==> src/rtl/slscp_pkg.sv <==
`timescale 1ns / 1ps
`default_nettype none
// ----------------------------------------------------------------------------
// sLiSCP-light-256 shared definitions
// Types and constants shared by the controller and the datapath of the
// permutation block, plus the step constant table and round functions of the datapath.
// ----------------------------------------------------------------------------
package slscp_pkg;

  // Number of steps in the full permutation; also the step constant count
  localparam int MAX_STEPS = 18;
  // Width of the step counter and of the configuration register
  localparam int STEP_W = 5;
  localparam int WORD_W = 32;
  localparam int NUM_WORDS = 8;

  typedef logic [WORD_W-1:0] word_t;
  // Element k holds word xk of the state
  typedef word_t [NUM_WORDS-1:0] state_t;
  typedef logic [STEP_W-1:0] step_cnt_t;

  typedef enum logic [0:0] {
    ST_IDLE,
    ST_RUN
  } ctrl_state_e;

  // Commands from the controller to the datapath
  typedef struct packed {
    logic      load;
    logic      step;
    logic      emit;
    step_cnt_t step_idx;
  } ctrl_cmd_t;

  // Status from the datapath to the controller
  typedef struct packed {
    logic out_free;
  } dp_status_t;

  // Step constants packed as {round bits A, round bits B, step const A, step const B}
  function automatic logic [31:0] step_const(input step_cnt_t idx);
    logic [31:0] c;
    case (idx)
      5'd0:    c = 32'h0f47_0864;
      5'd1:    c = 32'h04b2_866b;
      5'd2:    c = 32'h43b5_e26f;
      5'd3:    c = 32'hf137_892c;
      5'd4:    c = 32'h4496_e6dd;
      5'd5:    c = 32'h73ee_ca99;
      5'd6:    c = 32'he54c_17ea;
      5'd7:    c = 32'h0bf5_8e0f;
      5'd8:    c = 32'h4707_6404;
      5'd9:    c = 32'hb282_6b43;
      5'd10:   c = 32'hb5a1_6ff1;
      5'd11:   c = 32'h3778_2c44;
      5'd12:   c = 32'h96a2_dd73;
      5'd13:   c = 32'heeb9_99e5;
      5'd14:   c = 32'h4cf2_ea0b;
      5'd15:   c = 32'hf585_0f47;
      5'd16:   c = 32'h0723_04b2;
      5'd17:   c = 32'h82d9_43b5;
      default: c = '0;
    endcase
    return c;
  endfunction

  // Simeck round function with one round-constant bit
  function automatic word_t simeck_f(input word_t x, input logic rc_bit);
    word_t rot5;
    word_t rot1;
    rot5 = {x[WORD_W-6:0], x[WORD_W-1:WORD_W-5]};
    rot1 = {x[WORD_W-2:0], x[WORD_W-1]};
    return (rot5 & x) ^ rot1 ^ 32'hFFFF_FFFE ^ {{(WORD_W-1){1'b0}}, rc_bit};
  endfunction

  // Eight Simeck rounds on a word pair; returns {a, b}
  function automatic logic [2*WORD_W-1:0] simeck_box(input word_t a_in, input word_t b_in,
                                                     input logic [7:0] rc);
    word_t a;
    word_t b;
    a = a_in;
    b = b_in;
    for (int r = 0; r < 4; r++) begin
      b = b ^ simeck_f(a, rc[2*r]);
      a = a ^ simeck_f(b, rc[2*r+1]);
    end
    return {a, b};
  endfunction

  // One full permutation step
  function automatic state_t perm_step(input state_t w, input logic [31:0] c);
    state_t s;
    state_t r;
    s = w;
    {s[2], s[3]} = simeck_box(w[2], w[3], c[31:24]);
    {s[6], s[7]} = simeck_box(w[6], w[7], c[23:16]);
    s[0] = s[0] ^ 32'hFFFF_FFFF;
    s[1] = s[1] ^ 32'hFFFF_FF00 ^ {24'h0, c[15:8]};
    s[4] = s[4] ^ 32'hFFFF_FFFF;
    s[5] = s[5] ^ 32'hFFFF_FF00 ^ {24'h0, c[7:0]};
    r[0] = s[2];
    r[1] = s[3];
    r[2] = s[4] ^ s[6];
    r[3] = s[5] ^ s[7];
    r[4] = s[6];
    r[5] = s[7];
    r[6] = s[0] ^ s[2];
    r[7] = s[1] ^ s[3];
    return r;
  endfunction

endpackage
`default_nettype wire

==> src/rtl/slscp_ctrl.sv <==
`timescale 1ns / 1ps
`default_nettype none
// ----------------------------------------------------------------------------
// sLiSCP-light-256 controller
// Holds the step count register, sequences the steps of one item and hands
// the finished state to the output register.
// ----------------------------------------------------------------------------
module slscp_ctrl (
  input  wire logic                   clk_i,
  input  wire logic                   rst_ni,
  input  wire logic                   cfg_we_i,
  input  wire logic [4:0]             cfg_wdata_i,
  input  wire logic                   in_valid_i,
  output logic                        in_stall_o,
  input  wire slscp_pkg::dp_status_t  status_i,
  output slscp_pkg::ctrl_cmd_t        cmd_o
);
  import slscp_pkg::*;

  ctrl_state_e state_q, state_d;
  step_cnt_t   round_count_q;
  step_cnt_t   cnt_q, cnt_d;
  step_cnt_t   limit_q, limit_d;
  step_cnt_t   limit_sat;

  // Saturate the configured step count
  assign limit_sat = (round_count_q > STEP_W'(MAX_STEPS)) ? STEP_W'(MAX_STEPS)
                                                          : round_count_q;

  // Configuration register
  always_ff @(posedge clk_i or negedge rst_ni) begin
    if (!rst_ni) begin
      round_count_q <= STEP_W'(MAX_STEPS);
    end else if (cfg_we_i) begin
      round_count_q <= cfg_wdata_i;
    end
  end

  // State, counter and limit registers
  always_ff @(posedge clk_i or negedge rst_ni) begin
    if (!rst_ni) begin
      state_q <= ST_IDLE;
      cnt_q   <= '0;
      limit_q <= '0;
    end else begin
      state_q <= state_d;
      cnt_q   <= cnt_d;
      limit_q <= limit_d;
    end
  end

  // Next state and commands
  always_comb begin
    state_d        = state_q;
    cnt_d          = cnt_q;
    limit_d        = limit_q;
    in_stall_o     = 1'b1;
    cmd_o.load     = 1'b0;
    cmd_o.step     = 1'b0;
    cmd_o.emit     = 1'b0;
    cmd_o.step_idx = cnt_q;
    case (state_q)
      ST_IDLE: begin
        in_stall_o = 1'b0;
        if (in_valid_i) begin
          cmd_o.load = 1'b1;
          cnt_d      = '0;
          limit_d    = limit_sat;
          state_d    = ST_RUN;
        end
      end
      ST_RUN: begin
        if (cnt_q != limit_q) begin
          // advance one step
          cmd_o.step = 1'b1;
          cnt_d      = cnt_q + 1'b1;
        end else if (status_i.out_free) begin
          // hand the result to the output register
          cmd_o.emit = 1'b1;
          state_d    = ST_IDLE;
        end
      end
      default: begin
        state_d = ST_IDLE;
      end
    endcase
  end

`ifndef ASSERT_OFF
  a_cnt_in_range: assert property (@(posedge clk_i) disable iff (!rst_ni)
    (state_q == ST_RUN) |-> (cnt_q <= limit_q))
    else $error("step counter passed its limit");
  a_limit_sat: assert property (@(posedge clk_i) disable iff (!rst_ni)
    (state_q == ST_RUN) |-> (limit_q <= STEP_W'(MAX_STEPS)))
    else $error("step limit not saturated");
  a_emit_free: assert property (@(posedge clk_i) disable iff (!rst_ni)
    cmd_o.emit |-> (status_i.out_free && cnt_q == limit_q))
    else $error("emit while output register busy or steps pending");
  a_load_idle: assert property (@(posedge clk_i) disable iff (!rst_ni)
    cmd_o.load |=> (state_q == ST_RUN && cnt_q == '0))
    else $error("load did not start a run");
`endif

endmodule
`default_nettype wire

==> src/rtl/slscp_dp.sv <==
`timescale 1ns / 1ps
`default_nettype none
// ----------------------------------------------------------------------------
// sLiSCP-light-256 datapath
// Working state register with one permutation step per cycle, and the output
// register that holds a finished item until the receiver takes it.
// ----------------------------------------------------------------------------
module slscp_dp (
  input  wire logic                   clk_i,
  input  wire logic                   rst_ni,
  input  wire slscp_pkg::ctrl_cmd_t   cmd_i,
  output slscp_pkg::dp_status_t       status_o,
  input  wire logic [63:0]            state_in_0_i,
  input  wire logic [63:0]            state_in_1_i,
  input  wire logic [63:0]            state_in_2_i,
  input  wire logic [63:0]            state_in_3_i,
  output logic                        out_valid_o,
  input  wire logic                   out_stall_i,
  output logic [63:0]                 state_out_0_o,
  output logic [63:0]                 state_out_1_o,
  output logic [63:0]                 state_out_2_o,
  output logic [63:0]                 state_out_3_o
);
  import slscp_pkg::*;

  state_t work_q, work_d;
  state_t out_q;
  logic   out_valid_q, out_valid_d;

  // Load, step or hold the working state
  always_comb begin
    work_d = work_q;
    if (cmd_i.load) begin
      work_d = {state_in_3_i[31:0], state_in_3_i[63:32],
                state_in_2_i[31:0], state_in_2_i[63:32],
                state_in_1_i[31:0], state_in_1_i[63:32],
                state_in_0_i[31:0], state_in_0_i[63:32]};
    end else if (cmd_i.step) begin
      work_d = perm_step(work_q, step_const(cmd_i.step_idx));
    end
  end

  always_ff @(posedge clk_i) begin
    work_q <= work_d;
  end

  // Output register payload
  always_ff @(posedge clk_i) begin
    if (cmd_i.emit) begin
      out_q <= work_q;
    end
  end

  // Output valid: set on emit, drop when taken
  always_comb begin
    out_valid_d = out_valid_q;
    if (cmd_i.emit) begin
      out_valid_d = 1'b1;
    end else if (out_valid_q && !out_stall_i) begin
      out_valid_d = 1'b0;
    end
  end

  always_ff @(posedge clk_i or negedge rst_ni) begin
    if (!rst_ni) begin
      out_valid_q <= 1'b0;
    end else begin
      out_valid_q <= out_valid_d;
    end
  end

  assign status_o.out_free = !out_valid_q || !out_stall_i;
  assign out_valid_o       = out_valid_q;
  assign state_out_0_o     = {out_q[0], out_q[1]};
  assign state_out_1_o     = {out_q[2], out_q[3]};
  assign state_out_2_o     = {out_q[4], out_q[5]};
  assign state_out_3_o     = {out_q[6], out_q[7]};

endmodule
`default_nettype wire

==> src/rtl/sliscp_light256_permutation.sv <==
`timescale 1ns / 1ps
`default_nettype none
// ----------------------------------------------------------------------------
// sLiSCP-light-256 permutation
// Applies a configured number of sLiSCP-light-256 steps to a 256-bit state.
// ----------------------------------------------------------------------------
// Usage:
//   Input channel in_valid_i/in_stall_o carries the state as four big-endian
//   64-bit words; output channel out_valid_o/out_stall_i returns the permuted
//   state in the same layout. An item moves at an edge with valid high and
//   stall low.
//   cfg_we_i/cfg_wdata_i write the step count (reset 18, values above 18
//   act as 18); write it only while no item is in flight.
//   One item is worked at a time. The working register applies one full step
//   (eight Simeck rounds on each box) per cycle; after the last step the
//   controller emits the state into the output register and returns to idle
//   before it takes the next item.
//   The output register lets the next item be accepted and worked while a
//   result waits; if the receiver keeps stalling, the finished item holds in
//   the working register and input stays stalled until the output frees.
//   Reset clears the controller and output valid and sets the count to 18.
// ----------------------------------------------------------------------------
module sliscp_light256_permutation (
  input  wire logic        clk_i,
  input  wire logic        rst_ni,
  input  wire logic        cfg_we_i,
  input  wire logic [4:0]  cfg_wdata_i,
  input  wire logic        in_valid_i,
  output logic             in_stall_o,
  input  wire logic [63:0] state_in_0_i,
  input  wire logic [63:0] state_in_1_i,
  input  wire logic [63:0] state_in_2_i,
  input  wire logic [63:0] state_in_3_i,
  output logic             out_valid_o,
  input  wire logic        out_stall_i,
  output logic [63:0]      state_out_0_o,
  output logic [63:0]      state_out_1_o,
  output logic [63:0]      state_out_2_o,
  output logic [63:0]      state_out_3_o
);
  import slscp_pkg::*;

  ctrl_cmd_t  cmd;
  dp_status_t status;

  slscp_ctrl u_ctrl (
    .clk_i       (clk_i),
    .rst_ni      (rst_ni),
    .cfg_we_i    (cfg_we_i),
    .cfg_wdata_i (cfg_wdata_i),
    .in_valid_i  (in_valid_i),
    .in_stall_o  (in_stall_o),
    .status_i    (status),
    .cmd_o       (cmd)
  );

  slscp_dp u_dp (
    .clk_i         (clk_i),
    .rst_ni        (rst_ni),
    .cmd_i         (cmd),
    .status_o      (status),
    .state_in_0_i  (state_in_0_i),
    .state_in_1_i  (state_in_1_i),
    .state_in_2_i  (state_in_2_i),
    .state_in_3_i  (state_in_3_i),
    .out_valid_o   (out_valid_o),
    .out_stall_i   (out_stall_i),
    .state_out_0_o (state_out_0_o),
    .state_out_1_o (state_out_1_o),
    .state_out_2_o (state_out_2_o),
    .state_out_3_o (state_out_3_o)
  );

endmodule
`default_nettype wire

==> config.mk <==
export PLATFORM = sky130hd
export DESIGN_NAME = sliscp_light256_permutation
export DESIGN_NICKNAME = d
export VERILOG_FILES = /design/src/rtl/slscp_pkg.sv /design/src/rtl/slscp_ctrl.sv /design/src/rtl/slscp_dp.sv /design/src/rtl/sliscp_light256_permutation.sv
export SDC_FILE = /design/constraint.sdc
export NUM_CORES = 2
export LEC_CHECK = 0
export ABC_AREA = 0
export BUFFER_PORTS_ARGS = -buffer_cell sky130_fd_sc_hd__buf_2
export CORE_MARGIN = 3
export CORE_UTILIZATION = 30
export DETAILED_ROUTE_END_ITERATION = 10
export MAX_ROUTING_LAYER = met4
export SLEW_MARGIN = 10
export SYNTH_ARGS = -nofsm -noshare
export SYNTH_HDL_FRONTEND = slang
export SYNTH_SLANG_ARGS = --single-unit
==> constraint.sdc <==
create_clock -name clk_i -period 19.51 [get_ports clk_i]
set_input_delay 0.9755 -clock clk_i [delete_from_list [all_inputs] [get_ports clk_i]]
set_output_delay 0.9755 -clock clk_i [all_outputs]
set_load 0.02 [all_outputs]
Yosys cells after proc, flatten, opt, wreduce, memory -nomap -nowiden
Memories as Yosys holds them, arrays and structs flattened.
Cells that the tools add are included.
Widths: inputs -> output; s select.
{"block": "op_classes", "addsub": 1, "order_cmp": 1, "n_eq_ne": 3, "n_mux": 20, "bitwise_logic": 91, "n_reduce_logical": 8}
{"op": "$xor 32x32->32", "count": 36}
{"op": "$and 32x32->32", "count": 16}
{"op": "$mux 256", "count": 2}
{"op": "$xor 32x1->32", "count": 16}
{"op": "$not 31->31", "count": 16}
{"op": "$mux 32", "count": 2}
{"op": "$not 32->32", "count": 2}
{"op": "$xor 32x8->32", "count": 2}
{"op": "$not 24->24", "count": 2}
{"op": "$mux 5", "count": 3}
{"op": "$mux 1", "count": 10}
{"op": "$pmux 5 s2", "count": 1}
{"op": "$add 5x1->5 const B", "count": 1}
{"op": "$gt 5x5->1 const B", "count": 1}
{"op": "$ne 5x5->1", "count": 1}
{"op": "$ne 2x2->1 const B", "count": 2}
{"op": "$reduce_and 2->1", "count": 2}
{"op": "$reduce_bool 2->1", "count": 2}
{"op": "$logic_not 1->1", "count": 2}
{"op": "$mux 2", "count": 1}
{"op": "$pmux 1 s2", "count": 1}
{"op": "$logic_and 1x1->1", "count": 1}
{"op": "$logic_or 1x1->1", "count": 1}
{"op": "$not 1->1", "count": 1}
{"block": "totals", "regBits": 529, "mem_bits_ro": 1024, "n_memories": 1}
{"name": "(no name shown)", "words": 32, "width": 32, "read_ports": 1, "rd_ports_with_merged_regs": 0, "write_ports": 0, "line_no": "slscp_pkg.sv:43", "text": "case (idx)"}

Logic depth before layout (Yosys ltp)
{"block": "depth", "ltp_word": 47, "mapped_depth": 23}

By module
Synthesis repeated with hierarchy kept, for this count alone.
{"block": "hier_totals", "cells_unflattened": 4042, "hier_area_um2": 43675.6}
{"module": "slscp_dp", "n_inst": 1, "cells_each": 3969, "area_each_um2": 42886.1, "seq_area_each_um2": 15399.8}
{"module": "slscp_ctrl", "n_inst": 1, "cells_each": 73, "area_each_um2": 789.5, "seq_area_each_um2": 402.9}

Least setup slack after synthesis
OpenSTA, ideal clock, no wires.
{"block": "synth_timing", "kind": "reg2reg", "from": "reg u_ctrl.cnt_q[2]", "to": "reg u_dp.out_q (netlist bit u_dp.state_out_0_o[0]) (enable)", "arrival_ns": 14.131, "t_required_ns": 18.549, "setup_slack_ns": 4.419, "stages_incl_launch_ff": 9, "path_buffers": 4, "period_less_slack_ns": 15.091, "path_cell_list": "dfrtp_1 buf_2 buf_1 clkbuf_1 buf_1 xor2_1 nor3_1 nand2_1 a21oi_1"}
{"element": "start: declaration", "line_no": "slscp_ctrl.sv:22", "text": "step_cnt_t cnt_q, cnt_d;"}
{"element": "start signal: assignment", "line_no": "slscp_ctrl.sv:47", "text": "cnt_q <= cnt_d;"}
{"element": "end signal: assignment", "line_no": "slscp_dp.sv:50", "text": "out_q <= work_q;"}
{"element": "end: declaration", "line_no": "slscp_dp.sv:27", "text": "state_t out_q;"}

==> results.toml <==
[sta]
fmax_mhz = 123.6
worst_pin_slew_ps = 1258
finalSetupTns_ps = 0
hold_violations = 0
fin_crit_ps = 8093
finalMaxSlewViolations = 0
relSlewSlack = 0.1554
layout_setup_ws_ps = 11420
finClkSkew_ps = 34.90
rsz0062_at_grt = "no"
setup_viol = 0
period_share = 0.4148

[critical_path]
cp-startpoint = "u_ctrl.cnt_q[0]"
worst_path_largest_cell_delay_ps = 770
cp-end-kind = "flip-flop"
start_kind = "flip-flop"
arrival_ps = 8460
crit_chain = "inv_1, ha_1, mux2_2, o211ai_1, nand3b_1, a2111o_1, a21oi_2, xor2_2, a21boi_1, a211oi_1, a21boi_0, nor4_2, xnor3_1, nor2_1, xnor2_1, xor2_1, xnor2_1, xnor2_1, a21oi_1"
crit_buf_inv = 1
crit_type = "flip-flop to flip-flop"
critPathTopFamily = "compound AO/OA/AOI/OAI gates"
timing.rr.start = "u_ctrl.cnt_q[0]"
critical-path-slowest-cell = "xnor2_1"
crit_top_cell = "xnor2_1"
crit_fanout = 16
reg2reg_slack_ps = 11420
critPathRequiredTime_ps = 19880

[cells_and_area]
area_growth_pct = 15.40
num-fill-cells = 14930
layout.nets = 5018
final_layout_size_suffix_gt1_frac = 0.1948

[die]
die_x_um = 393.1
die_h_um = 393.1
ios = 524
rows = 141
coreArea_um2 = 148400
start_util = 0.3030
fp.dieArea_um2 = 154600

[grt]
overflow = 0
grt_usage = 0.2427
grt_max_degree = 162
grt_pass1_wl_um = 262500
first_global_vias = 35148
antenna_found_initial = 22

[placed_design]
place_congestion = 1.048
dp_worst_setup_slack_ps = 11550
io_buffers = 523
dp_hpwl_um = 152800

[clock_network]
clkTransAtPathRegs_ps = 70
clk_path_buf_depth = 3
cts_buffers = 61
root_buffer = "clkbuf_16"
cts_sinks = 529
cts_tree = "yes"
htree_num_levels = 2
cts_hold_buf = 0
post_cts_buffers = 0
cts_resized = 0
clock_latency_ps = 670

[logic_synthesis]
synth_fp_nets = 4525
synth_compound_area_frac = 0.1268
yosys-top-cells-count = "519 x xnor2_1, 512 x edfxtp_1, 434 x nand2_1, 434 x nor2_1, 244 x a21oi_1"
yosysSeqAreaShare = 0.3515
yosysWarnings = 0
syn_inst = 4252
synth-edff-count = 512
synth_top_family_by_area = "XOR/XNOR gates"
synthMuxAreaShare = 0.01547
synth_top_area_share = 0.3420
netlist.top_cell.by_area = "edfxtp_1"
synth_simple_gate_area_share = 0.1692
synthFlopType = "edfxtp_1"
ys_ff_latch = 529
async_flop_share = 0.03214
synthXorXnorAreaFrac = 0.3229
syn-cell-area_um2 = 44960
synth-adder-area-share = 0.001948
ys_types = 123
syn_area_per_cell_um2 = 10.57
synth_area_leaders = "edfxtp_1 34%, xnor2_1 10%, xnor3_1 9.4%"
synth_most_common_cell = "xnor2_1"

[route]
dr.pass1.iters = 7
wl_per_cell_um = 27.89
totalWireLength_um = 189800
routed-via-count = 37539
drtIter0Drc = 4407
vias_per_cell = 5.515
drc_errors = 0
ant_nets = 0

[hold_path]
hold_path_class = "input port to asynchronous set/reset pin"

[run]
cap_violations = 0

[outcome]
outcome = "finished clean"
[cells in the final DEF, fill, tap and decap left out, types with 28 or more instances in the layout]
master	count
buf_2	523
xnor2_1	518
edfxtp_1	512
nor2_1	434
nand2_1	433
a21oi_1	243
xor2_1	233
xnor3_1	188
o21ai_0	183
nor3_1	101
nand3_1	98
xnor2_2	82
xor3_1	77
and3_1	68
clkbuf_16	63
a31oi_1	51
nor4_1	50
or2_2	39
nand4_1	38
mux2_2	36
nand2b_1	35
and2_1	34
or3_1	30
o211ai_1	30
mux2i_1	29
o31ai_1	28
[metal layers]
metal	routed length, um	track usage
met1	77730	0.3140
met2	90630	0.3940
met4	6977	0.07870
met3	14490	0.03168
met5	0	-
[cell type report]
class                   instances  area, um2  share of cell area
well taps                    2002       2505             0.04828
inverters                      11      41.29           0.0007958
multi-input cells            3590      28650              0.5522
repair buffers                552       2877             0.05544
diodes                         10      25.02           0.0004823
clock inverters                41      342.8            0.006608
flip-flops and latches        529      15800              0.3046
clock buffers                  72       1640             0.03161
[stage by stage]
step	instances	util	hold WS [ps]	instance area, um2
floorplan	4252	-	420.6	44960
global route	6806	0.3497	349.1	51880
finish	6807	0.3497	341.0	51880
CTS	6797	0.3495	298.0	51860
global placement	6683	0.3360	433.5	49860
detailed placement	6684	0.3362	440.1	49880
[state kept, by name, summed over array words and instances (netlist names)]
signal and count:
u_dp.work_q 256, u_dp.state_out_3_o 64, u_dp.state_out_0_o 64, u_dp.state_out_1_o 64, u_ctrl.limit_q 5, u_dp.out_valid_o 1, u_ctrl.round_count_q 5, u_ctrl.cnt_q 5
u_ctrl.state_q 1, u_dp.state_out_2_o 64
[worst paths after layout]
| check | end | cells past startpoint |
|---|---|---|
| max reg2reg | u_dp.work_q[80] | 19 |
| max in group asynchronous | u_ctrl.cnt_q[3] | 1 |
| max | u_dp.work_q[80] | 19 |
| min | u_ctrl.state_q | 1 |
| min in group clk_i | u_dp.state_out_2_o[41] | 0 |
| min reg2reg | u_dp.state_out_2_o[41] | 0 |
[cell families (layout without fill, tap and decap cells)]
kind of cell | after synthesis | after routing
xor gates and xnor gates | 1124 | 1124
DFF | 529 | 529
adders and majority gates | 7 | 7
buffers and inverters | 133 | 676
muxes | 65 | 65
other | 0 | 10
AOI/OAI and AO/OA | 858 | 858
and+or+nand+nor | 1536 | 1536
Power is not shown: default switching activity piles up to over one toggle a cycle in this logic, so the estimate is an artifact.
